===== config.mk =====
export PLATFORM = sky130hd
export DESIGN_NAME = sst_ram
export DESIGN_NICKNAME = d
export VERILOG_FILES = /design/src/sv/sst_ram.sv
export SDC_FILE = /design/constraint.sdc
export NUM_CORES = 1
export LEC_CHECK = 0
export BUFFER_PORTS_ARGS = -buffer_cell sky130_fd_sc_hd__buf_4
export CORE_ASPECT_RATIO = 2
export CORE_MARGIN = 10
export CORE_UTILIZATION = 46
export CTS_BUF_LIST = sky130_fd_sc_hd__clkbuf_8
export DETAILED_ROUTE_END_ITERATION = 12
export SYNTH_ARGS = -nofsm -noshare
export SYNTH_HDL_FRONTEND = slang
export SYNTH_SLANG_ARGS = --single-unit

===== constraint.sdc =====
create_clock -name clk -period 2.2 [get_ports clk]
set_clock_uncertainty 0.1 [all_clocks]
set_input_delay 0.22 -clock clk [delete_from_list [all_inputs] [get_ports clk]]
set_output_delay 0.22 -clock clk [all_outputs]
set_load 0.1 [all_outputs]

===== src/sv/sst_ram.sv =====
`timescale 1ns / 1ps
`default_nettype none

module sst_ram #(
  parameter int WIDTH = 8,
  parameter int DEPTH = 16
) (
  input  logic                     clk,
  input  logic                     we,
  input  logic [$clog2(DEPTH)-1:0] waddr,
  input  logic [WIDTH-1:0]         wdata,
  input  logic [$clog2(DEPTH)-1:0] raddr,
  output logic [WIDTH-1:0]         rdata
);

  logic [WIDTH-1:0] mem [DEPTH];

  // one write port, one registered read port
  always_ff @(posedge clk) begin
    if (we) begin
      mem[waddr] <= wdata;
    end
    rdata <= mem[raddr];
  end

endmodule

`default_nettype wire


Word-level counts from Yosys, hierarchy flattened
Memory sizes are Yosys's and may differ from the RTL's. A register that Yosys moved wholly into a read port is not among the register bits. Cells that the tools add are included.

Output and inout port bits: 8. Memory bits (writable): 128. Logic and storage cells: 3. Memory bits (read-only): 0. Bits in latches: 0. Register bits after elaboration: 0. Memories kept: 1. Input port bits: 18.

Memory list: mem (depth 16, width 8, rd ports 1, clocked after memory_dff 1, write ports 1, line 16) `logic [WIDTH-1:0] mem [DEPTH];`.

$lt $le $gt $ge: 0. Multiply operators: 0. Div/mod/pow operators: 0. Multiplexer cells: 2. Reduce and logical (&&, ||, !) cells: 0. Bitwise logic cells: 0. Eq/ne operators: 0. Shift operators: 0. Add/sub/neg operators: 0.

Operators by type and width (number): $mux 1 (2).

Logic depth before layout (Yosys ltp)
Gate-level depths: netlist (run 1).

Depth after elaboration: 2. Mapped depth: 5. Depth with buffers taken out: 3.

Worst setup path before layout (run 1)
OpenSTA, ideal clock, no wires.

Kind: input to register. Start: input waddr[2]. End: memory mem[0][0], enable pin. Cell stages on the path: 2. Arrival time: 1.330 ns. Data required time: 1.717 ns. Path buffers: 0. Library setup time: 0.383 ns. Slack: 0.387 ns. Cell sequence: or3b_2 nor3_1.

RTL lines: start, declared (line 10) `input logic [$clog2(DEPTH)-1:0] waddr,`; end, declared (line 16).

Straight into the memory's write port.

==> summary.md, run 1 <==
| Metric | Value |
|---|---|
| Status | finished, final reports clean |
| Leading area contributor after synthesis | edfxtp_1 |
| Unique cell type count in the Yosys netlist | 19 |
| Least-Margin Pin Slew | 0.697 ns |
| Syn avg cell area | 22.5 um2 |
| Max_slew headroom | 53.4% |
| Core area | 10900 um2 |
| Worst reg2reg path endpoint | rdata[5] |
| Clock Latency Late Sink | 0.43 ns |
| Largest net degree at the start of global routing | 33 |
| Post-synthesis cell area | 5150 um2 |
| RR Startpoint | mem[1][5] |
| Fin area | 6050 um2 |
| Main combinational cell family by area after synthesis | multiplexers |
| Vias in the first global route | 2693 |
| YS warnings | 0 |
| Worst Reg-to-Reg Cells | 3 |
| Residual DRC | 0 |
| RSZ-0062 raised after global routing | no |
| First-pass GRT wire length | 15.8 mm |
| Compound-Gate Fraction of Synth Area | 2.33% |
| Period minus WS final | 1.42 ns |
| Drt wl/cell | 22.5 um |
| Area Growth Syn to Fin | 17.6% |
| PD cells | 863 nW/um2 |
| Max-slew violation count | 0 |
| Multiplexer area fraction after synthesis | 15.0% |
| CTS tree | done |
| Worst EP arrival | 1.65 ns |
| Die span in y | 170 um |
| Final worst path period share | 64.7% |
| Maxcap violations | 0 |
| Startpoint types | flip-flop |
| Area contributors post-synth | edfxtp_1, mux4_2, mux4_1 |
| Crit path launch | mem[1][5] |
| Placed Area | 5600 um2 |
| Number of port buffers | 25 |
| Remaining Overflow, GRT | 0 |
| H-tree level count | 4 |
| Fmax achieved | 702 MHz |
| Class of the worst hold path | in -> reg |
| Post-synthesis instance total | 229 |
| DIE AREA | 16100 um2 |
| Dpl ws | 0.427 ns |
| Peak supply drop | 460 uV |
| Worst Path Class, Setup | reg -> reg |
| Worst-path fanout max | 1 |
| XOR/XNOR Fraction of Synth Area | 0% |
| Seq cells post-synth | 136 |
| IO Pins | 26 |
| Post-synth top area share | 74.7% |
| Adder-Cell Fraction of Synth Area | 0% |
| Initial antenna violation count | 0 |
| Final setup vio count | 0 |
| Fraction of layout cells with a size suffix above 1 | 29.9% |
| CP Capture Point | rdata[5] |
| # fillers | 880 |
| Worst-path clk slew | 0.08 ns |
| Most frequent cells in the layout | edfxtp_1, buf_4, mux4_2, clkbuf_8, a22oi_1 |
| Post-CTS Hold Fix Bufs | 8 |
| DP Wirelength | 6.97 mm |
| Syn nets | 247 |
| Final core utilization | 55.3% |
| Post-CTS Setup Bufs | 0 |
| Static Leak | 2.05 nW |
| Rows | 54 |
| Die Wd | 94.8 um |
| Vias | 2416 |
| R2r setup slk | 0.78 ns |
| Resized Gates After CTS | 0 |
| Total wire length | 9.97 mm |
| Final hold viol count | 0 |
| Final ANT Viol Nets | 0 |
| Commonest non-fill, non-tap cell in the layout | edfxtp_1 |
| Total power draw | 5.23 mW |
| Sinks on Clock Net | 136 |
| Seq/Total Area, Yosys | 77.8% |
| Setup WS post-layout | 0.776 ns |
| Simple-gate share of the synthesized area | 3.18% |
| Fin nets | 309 |
| CTS Buf Count | 17 |
| WP data required | 2.42 ns |
| Routability cong. | 0.734 |
| DR iter-0 viols | 165 |
| Setup TNS | 0 ns |
| Clk root buf | clkbuf_8 |
| Starting Density | 47.0% |
| First-pass iteration count of the detailed router | 4 |
| Worst Setup End Kind | flip-flop |
| ANT cells | 0 |
| All-Layer GR Usage | 13.6% |
| DR vias/cell | 5.44 |
| Clk buf depth | 2 |
through the flow:
step | hold slack, ns | instances
final | 0.208 | 444
after global routing | 0.194 | 444
after CTS | 0.185 | 444
after detailed placement | 0.438 | 404
after global placement | 0.423 | 404
after floorplan | 0.219 | 229
cell families (layout without fill, tap and decap cells):
| group | after synthesis | in the layout |
|---|---|---|
| mux | 32 | 32 |
| simple gates | 35 | 35 |
| compound gates | 16 | 16 |
| buf+inv | 10 | 85 |
| flops | 136 | 136 |
synthesized netlist by cell type:
cell / number
edfxtp_1: 128
mux4_2: 18
a22oi_1: 16
mux4_1: 14
nor2_1: 13
nand2_1: 9
dfxtp_1: 8
nor3_1: 4
buf_2: 3
buf_6: 3
clkdlybuf4s25_2: 3
nand2b_1: 2
nand3b_1: 2
and2_1: 1
and2b_1: 1
buf_4: 1
nand3_1: 1
nor2b_1: 1
or3b_2: 1
per-layer routing:
layer | part of all wire [%] | global-route usage, % | up-vias
met5 | 0 | 0 | -
met4 | 2.0 | 6.02 | 0
met3 | 4.1 | 3.81 | 16
met2 | 57 | 23.5 | 62
met1 | 37 | 14.8 | 1238
li1 | - | - | 1100
report_power, final:
group,total (mW),leakage [nW],switching [mW],internal [mW]
clock network,1.90,0.190,0.910,0.987
logic,0.419,0.640,0.273,0.146
registers,2.91,1.22,0.0162,2.89
cell type report:
class	instances	area (um2)	area share, %
clock buffers	17	234	3.87
repair buffers	53	443	7.32
multi-input cells	83	1060	17.5
flip-flops and latches	136	4000	66.2
well taps	140	175	2.89
clock inverters	15	139	2.29
how the worst min path moves through the flow:
stage / startpoint / to / slack (ns) / cells past startpoint
after global routing: waddr[0] / mem[4][3] / 0.19 / 3
after detailed placement: wdata[0] / mem[4][0] / 0.44 / 1
final: waddr[0] / mem[4][3] / 0.21 / 3
after floorplan: wdata[0] / mem[0][0] / 0.22 / 0
after global placement: wdata[2] / mem[5][2] / 0.42 / 1
after CTS: waddr[0] / mem[4][3] / 0.18 / 3
critical path: stages, from the launching register on:
cell      delay [ns]
edfxtp_1        0.37
mux4_1          0.51
a22oi_1         0.27
nand2_1         0.08
state kept, by name, indices dropped and copies added, names as in the netlist:
signal / cells
mem: 128
rdata: 8
Note: power is estimated with default switching activity, not from simulation.
==> inputs of run 2 (changes only) <==
--- a/config.mk
+++ b/config.mk
@@ -5,6 +5,7 @@
 export SDC_FILE = /design/constraint.sdc
 export NUM_CORES = 1
 export LEC_CHECK = 0
+export ABC_AREA = 1
 export BUFFER_PORTS_ARGS = -buffer_cell sky130_fd_sc_hd__buf_4
 export CORE_ASPECT_RATIO = 2
 export CORE_MARGIN = 10
==> constraint.sdc (replaced) <==
create_clock -name clk -period 1.4 [get_ports clk]
set_clock_uncertainty 0.1 [all_clocks]
set_input_delay 0.14 -clock clk [delete_from_list [all_inputs] [get_ports clk]]
set_output_delay 0.14 -clock clk [all_outputs]
set_load 0.1 [all_outputs]
==> run 2 against run 1 <==
First-iteration DRC count up 53%. Worst setup slack got worse by 0.71 ns. Design area grew 11%. Die area up 10%. Sequential share of layout area decreased by 6.4 points. Synthesized area up 12%. Non-clock buffer count increased by 4. Power up 64%. Global-route usage up 2.6 points. Critical path type is now reg -> out. Largest cell class unchanged. Highest routed layer unchanged.
==> summary.md, run 2 <==
| Metric | Value |
|---|---|
| Status | finished, final reports clean (unchanged) |
| Routability cong. | 0.867 (was 0.734) |
| Syn avg cell area | 10.5 um2 (was 22.5 um2) |
| Clock Latency Late Sink | 0.44 ns (was 0.43 ns) |
| Placed Instances | 722 (was 404) |
| Residual DRC | 0 (unchanged) |
| Starting Density | 47.3% (was 47.0%) |
| Post-synthesis cell area | 5770 um2 (was 5150 um2) |
| Post-CTS Setup Bufs | 0 (unchanged) |
| Max-slew violation count | 0 (unchanged) |
| All-Layer GR Usage | 16.2% (was 13.6%) |
| Number of synthesized flops with an enable pin | 128 (unchanged) |
| Vias in the first global route | 4003 (was 2693) |
| First-pass iteration count of the detailed router | 4 (unchanged) |
| PD cells | 1280 nW/um2 (was 863 nW/um2) |
| WP buf/inv | 1 (was 0) |
| Dominant synthesized flop cell | edfxtp_1 (unchanged) |
| Area Growth Syn to Fin | 16.3% (was 17.6%) |
| Startpoint types | flip-flop (unchanged) |
| Max_slew headroom | 79.7% (was 53.4%) |
| DIE AREA | 17700 um2 (was 16100 um2) |
| Leading area contributor after synthesis | edfxtp_1 (unchanged) |
| Initial antenna violation count | 0 (unchanged) |
| Syn nets | 569 (was 247) |
| Fraction of layout cells with a size suffix above 1 | 12.5% (was 29.9%) |
| Largest register FFs | 128 (unchanged) |
| ANT cells | 0 (unchanged) |
| Fin nets | 621 (was 309) |
| Rows | 57 (was 54) |
| DP Wirelength | 9.05 mm (was 6.97 mm) |
| Cell family with most CP delay | flip-flops (was multiplexers) |
| Final hold viol count | 0 (unchanged) |
| Setup TNS | 0 ns (unchanged) |
| First-pass GRT wire length | 21.3 mm (was 15.8 mm) |
| Critical Path, Cell by Cell | buf_4 (was mux4_1 -> a22oi_1 -> nand2_1) |
| YS warnings | 0 (unchanged) |
| IO Pins | 26 (unchanged) |
| Max incr delay on CP | 0.35 ns (was 0.51 ns) |
| Largest net degree at the start of global routing | 65 (was 33) |
| Seq cells post-synth | 136 (unchanged) |
| Slowest CP cell | dfxtp_1 (was mux4_1) |
| Final ANT Viol Nets | 0 (unchanged) |
| Unique cell type count in the Yosys netlist | 12 (was 19) |
| Worst Setup End Kind | output pin (was flip-flop) |
| Post-synthesis instance total | 551 (was 229) |
| DR vias/cell | 5.08 (was 5.44) |
| Total power draw | 8.58 mW (was 5.23 mW) |
| Reg area | 4000 um2 (unchanged) |
| Worst EP arrival | 1.09 ns (was 1.65 ns) |
| Total wire length | 13.7 mm (was 9.97 mm) |
| Final setup vio count | 0 (unchanged) |
| RSZ-0062 raised after global routing | no (unchanged) |
| Vias | 3873 (was 2416) |
| Dpl ws | 0.0932 ns (was 0.427 ns) |
| Maxcap violations | 0 (unchanged) |
| Top post-synthesis cells by count | nand2_1, edfxtp_1, inv_1, nand3_1, nor2_1 (was edfxtp_1, mux4_2, a22oi_1, mux4_1, nor2_1) |
| DR iter-0 viols | 252 (was 165) |
| Multi-input gate area | 1210 um2 (was 1060 um2) |
| Area contributors post-synth | edfxtp_1, nand2_1, nand3_1 (was edfxtp_1, mux4_2, mux4_1) |
| Resized Gates After CTS | 0 (unchanged) |
| Peak supply drop | 855 uV (was 460 uV) |
| Clk root buf | clkbuf_8 (unchanged) |
| Biggest register | mem (unchanged) |
| Non-filler cells, final | 763 (was 444) |
| Die span in y | 178 um (was 170 um) |
| Top flop regs | mem (128), rdata (8) (unchanged) |
| Class of the worst hold path | in -> reg (unchanged) |
| Period minus WS final | 1.33 ns |
| Commonest non-fill, non-tap cell in the layout | nand2_1 (was edfxtp_1) |
| H-tree level count | 4 (unchanged) |
| Final worst path period share | 95.0% |
| Worst Path Class, Setup | reg -> out (was reg -> reg) |
| Worst-path clk slew | 0.07 ns (was 0.08 ns) |
| WP data required | 1.16 ns (was 2.42 ns) |
| Fmax achieved | 752 MHz |
| Core area | 12200 um2 (was 10900 um2) |
| CTS Buf Count | 17 (unchanged) |
| CTS tree | done (unchanged) |
| Remaining Overflow, GRT | 0 (unchanged) |
| Post-synth top area share | 66.7% (was 74.7%) |
| Async S/R FF share, synth | 0% (unchanged) |
| Setup WS post-layout | 0.0700 ns (was 0.776 ns) |
| Least-Margin Pin Slew | 0.304 ns (was 0.697 ns) |
| Die Wd | 99.2 um (was 94.8 um) |
| Sinks on Clock Net | 136 (unchanged) |
| Drt wl/cell | 17.9 um (was 22.5 um) |
| Top-count cell post-synth | nand2_1 (was edfxtp_1) |
| Seq/Total Area, Yosys | 69.4% (was 77.8%) |
| Most frequent cells in the layout | nand2_1, edfxtp_1, inv_1, nand3_1, buf_4 (was edfxtp_1, buf_4, mux4_2, clkbuf_8, a22oi_1) |
| Clk buf depth | 2 (unchanged) |
| Static Leak | 2.92 nW (was 2.05 nW) |
| Worst-path fanout max | 1 (unchanged) |
| Number of port buffers | 25 (unchanged) |
| # fillers | 1075 (was 880) |
==> run 2: logic make-up after synthesis <==
kind of cell           count (synthesis)  synth area share [%]
AND/OR/NAND/NOR                      289                  21.0
buffers and inverters                126                  9.52
flip-flops                           136                  69.4
==> run 2: metal layers <==
metal | track usage, % | vias to the layer above | part of all wire [%]
li1 | - | 1871 | -
met5 | 0 | - | 0
met2 | 29.9 | 114 | 55
met4 | 10.7 | 0 | 4.1
met3 | 3.45 | 29 | 5.9
met1 | 15.5 | 1859 | 35
==> run 2: worst paths after layout <==
kind | from | endpoint | slack (ns) | cells after the start
worst min-delay path | raddr[2] | rdata[2] | 0.15 | 5
worst min register to register | mem[12][2] | rdata[2] | 0.55 | 6
worst max-delay path | rdata[1] | rdata[1] | 0.07 | 1
worst max register to register | mem[9][4] | rdata[4] | 0.29 | 6
==> run 2: final cells by class <==
class / count / area share, %
clock inverters: 15 / 2.39
multi-input cells: 289 / 18.1
repair buffers: 57 / 7.84
flip-flops and latches: 136 / 59.7
clock buffers: 17 / 3.49
inverters: 102 / 5.71
well taps: 147 / 2.74
==> run 2: timing repair <==
item	CTS	global route
hold buffers	9	0
setup endpoints to repair	0	0
endpoints found under the hold margin	136	0
==> run 2: metrics by stage <==
stage	cell area [um2]	hold slack [ns]	utilization [%]
floorplan	5770	0.139	-
global placement	6220	0.355	51.0
detailed placement	6220	0.359	51.0
CTS	6700	0.127	55.0
global route	6700	0.160	55.0
finish	6700	0.148	55.0
==> run 2: power breakdown <==
| part | internal, mW | total [mW] | leakage [nW] | switching, mW |
|---|---|---|---|---|
| clock | 1.73 | 3.19 | 0.201 | 1.46 |
| combinational | 0.232 | 0.823 | 1.50 | 0.591 |
| sequential | 4.55 | 4.58 | 1.22 | 0.0296 |
| total | 6.51 | 8.58 | 2.92 | 2.08 |
==> inputs of run 3 (changes only) <==
--- a/config.mk
+++ b/config.mk
@@ -7,7 +7,7 @@
 export LEC_CHECK = 0
 export ABC_AREA = 1
 export BUFFER_PORTS_ARGS = -buffer_cell sky130_fd_sc_hd__buf_4
-export CORE_ASPECT_RATIO = 2
+export CORE_ASPECT_RATIO = 0.6
 export CORE_MARGIN = 10
 export CORE_UTILIZATION = 46
 export CTS_BUF_LIST = sky130_fd_sc_hd__clkbuf_8
==> run 3 against run 2 <==
Power shrank 2.9%. Count of clock-buffer cells in the layout is the same. Global-route usage is essentially flat. Worst setup slack lost 0.049 ns. Clock power shrank 8.8%. Register-to-register slack lost 0.03 ns. Flip-flop and latch count is the same. Routed wire length grew 1.3%. Sequential share of layout area shrank 0.22 points. Sequential power is essentially flat. Die area shrank 0.70%.
==> summary.md, run 3 (synthesis results as in run 2) <==
| Metric | Value |
|---|---|
| Status | finished, final reports clean (unchanged) |
| Total wire length | 13.8 mm (was 13.7 mm) |
| Largest register FFs | 128 (unchanged) |
| Worst Setup End Kind | output pin (unchanged) |
| DP Wirelength | 9.20 mm (was 9.05 mm) |
| Rows | 31 (was 57) |
| Setup TNS | 0 ns (unchanged) |
| Maxcap violations | 0 (unchanged) |
| Static Leak | 2.94 nW (was 2.92 nW) |
| Max_slew headroom | 77.8% (was 79.7%) |
| Fin nets | 628 (was 621) |
| Critical Path, Cell by Cell | buf_4 (unchanged) |
| Top flop regs | mem (128), rdata (8) (unchanged) |
| Starting Density | 47.5% (was 47.3%) |
| Post-CTS Setup Bufs | 0 (unchanged) |
| Cell family with most CP delay | flip-flops (unchanged) |
| Worst Path Class, Setup | reg -> out (unchanged) |
| Fraction of layout cells with a size suffix above 1 | 13.4% (was 12.5%) |
| Final setup vio count | 0 (unchanged) |
| Clk pwr share | 34.9% (was 37.1%) |
| Least-Margin Pin Slew | 0.333 ns (was 0.304 ns) |
| # fillers | 1059 (was 1075) |
| Worst-path clk slew | 0.07 ns (about the same) |
| Sequential share of power | 55.0% (was 53.3%) |
| Worst EP arrival | 1.14 ns (was 1.09 ns) |
| Vias in the first global route | 3566 (was 4003) |
| Clock Latency Late Sink | 0.43 ns (was 0.44 ns) |
| Final ANT Viol Nets | 0 (unchanged) |
| Vias | 3911 (was 3873) |
| CTS tree | done (unchanged) |
| Drt wl/cell | 17.6 um (was 17.9 um) |
| Core area | 12100 um2 (was 12200 um2) |
| Busiest grt layer | met1 (was met2) |
| NetSw | 2.03 mW (was 2.08 mW) |
| Multi-input gate area | 1210 um2 (unchanged) |
| Max-slew violation count | 0 (unchanged) |
| Clk root buf | clkbuf_8 (unchanged) |
| Placed Area | 6270 um2 (was 6220 um2) |
| Max incr delay on CP | 0.39 ns (was 0.35 ns) |
| IO Pins | 26 (unchanged) |
| Peak supply drop | 527 uV (was 855 uV) |
| Met2 Usage GRT | 20.9% (was 29.9%) |
| RR Startpoint | mem[13][7] (was mem[9][4]) |
| Routing usage on met3 | 4.16% (was 3.45%) |
| Placed Instances | 746 (was 722) |
| Sinks on Clock Net | 136 (unchanged) |
| First-pass GRT wire length | 21.2 mm (was 21.3 mm) |
| DIE AREA | 17600 um2 (was 17700 um2) |
| Fin area | 6730 um2 (was 6700 um2) |
| DR iter-0 viols | 432 (was 252) |
| Hold Crit Start | raddr[1] (was raddr[2]) |
| Final worst path period share | 98.5% (was 95.0%) |
| Met1 Track Usage GR | 25.6% (was 15.5%) |
| Stages on worst setup path | 1 (unchanged) |
| Number of port buffers | 25 (unchanged) |
| H-tree level count | 4 (unchanged) |
| DR vias/cell | 4.98 (was 5.08) |
| Fmax achieved | 725 MHz (was 752 MHz) |
| WP buf/inv | 1 (unchanged) |
| ANT cells | 0 (unchanged) |
| Commonest non-fill, non-tap cell in the layout | nand2_1 (unchanged) |
| Hold Path Cell Cnt | 5 (unchanged) |
| Initial antenna violation count | 0 (unchanged) |
| Startpoint types | flip-flop (unchanged) |
| Non-filler cells, final | 786 (was 763) |
| Sw Share | 24.3% (was 24.2%) |
| Crit path launch | rdata[0] (was rdata[1]) |
| Die Wd | 165 um (was 99.2 um) |
| Remaining Overflow, GRT | 0 (unchanged) |
| First-pass iteration count of the detailed router | 5 (was 4) |
| PD cells | 1240 nW/um2 (was 1280 nW/um2) |
| Reg area | 4000 um2 (unchanged) |
| Area Growth Syn to Fin | 16.7% (was 16.3%) |
| RSZ-0062 raised after global routing | no (unchanged) |
| Worst Reg-to-Reg Cells | 6 (unchanged) |
| Largest net degree at the start of global routing | 51 (was 65) |
| Worst-path fanout max | 1 (unchanged) |
| Final hold viol count | 0 (unchanged) |
| Slowest CP cell | dfxtp_1 (unchanged) |
| Class of the worst hold path | in -> reg (unchanged) |
| CTS Buf Count | 17 (unchanged) |
| Clk buf depth | 2 (unchanged) |
| Gate power share | 10.1% (was 9.6%) |
| Biggest register | mem (unchanged) |
| All-Layer GR Usage | 16.2% (about the same) |
| Most frequent cells in the layout | nand2_1, edfxtp_1, inv_1, nand3_1, buf_4 (unchanged) |
| Period minus WS final | 1.38 ns (was 1.33 ns) |
| Cell Int Power | 6.31 mW (was 6.51 mW) |
| Routability cong. | 0.887 (was 0.867) |
| WP data required | 1.16 ns (about the same) |
| Residual DRC | 0 (unchanged) |
| Die span in y | 107 um (was 178 um) |
run 3: cell types whose count changed in the layout (fill, tap and decap cells not counted), sizes merged:
cell	change
buf	+6
bufinv	-1
dlygate4sd3	+1
inv	-1
run 3: per-layer routing:
metal | routed length [um] | share of wire (%)
met2 | 5560 | 40
met1 | 7030 | 51
met5 | 0 | 0
met3 | 1130 | 8.2
met4 | 111 | 0.80
run 3: path summary, 6_finish.rpt:
kind	end	slack, ns
worst max-delay path	rdata[0]	0.02
worst min-delay path	rdata[4]	0.12
worst max register to register	rdata[7]	0.26
worst min register to register	rdata[6]	0.59
run 3: final cells by class:
type | instances | area share, %
Timing Repair Buffer | 64 | 8.50
Sequential cell | 136 | 59.5
Multi-Input combinational cell | 289 | 18.0
Clock inverter | 13 | 1.73
Clock buffer | 17 | 3.48
Inverter | 102 | 5.69
Tap cell | 165 | 3.07
run 3: power groups by stage:
stage | registers [mW] | logic, mW | clock network (mW)
2_1_floorplan | 4.85 | 0.321 | 0
3_3_place_gp | 4.67 | 0.814 | 0
3_5_place_dp | 4.67 | 0.818 | 0
4_1_cts | 4.58 | 0.842 | 2.97
5_1_grt | 4.59 | 0.911 | 3.17
6_report | 4.58 | 0.841 | 2.91
run 3: repair_timing:
action	in CTS	in global routing
endpoints found under the setup margin	0	1
endpoints found under the hold margin	136	0
resized for setup	0	1
hold buffers	10	0
run 3: metrics by stage:
step / hold WS [ns] / worst slack, ns / utilization (%) / power [mW]
final: 0.115 / 0.0208 / 55.4 / 8.34
after global routing: 0.114 / 0.0176 / 55.4 / 8.67
after CTS: 0.0946 / 0.00404 / 55.4 / 8.40
after detailed placement: 0.385 / 0.0206 / 51.7 / 5.49
after global placement: 0.386 / 0.0240 / 51.7 / 5.48
after floorplan: 0.139 / 0.209 / - / 5.17
run 3: worst min-delay path: stages:
cell and delay (ns):
buf_4 0.18, nand2_1 0.09, nand3_1 0.06, nand3_1 0.06
nand2_1 0.05
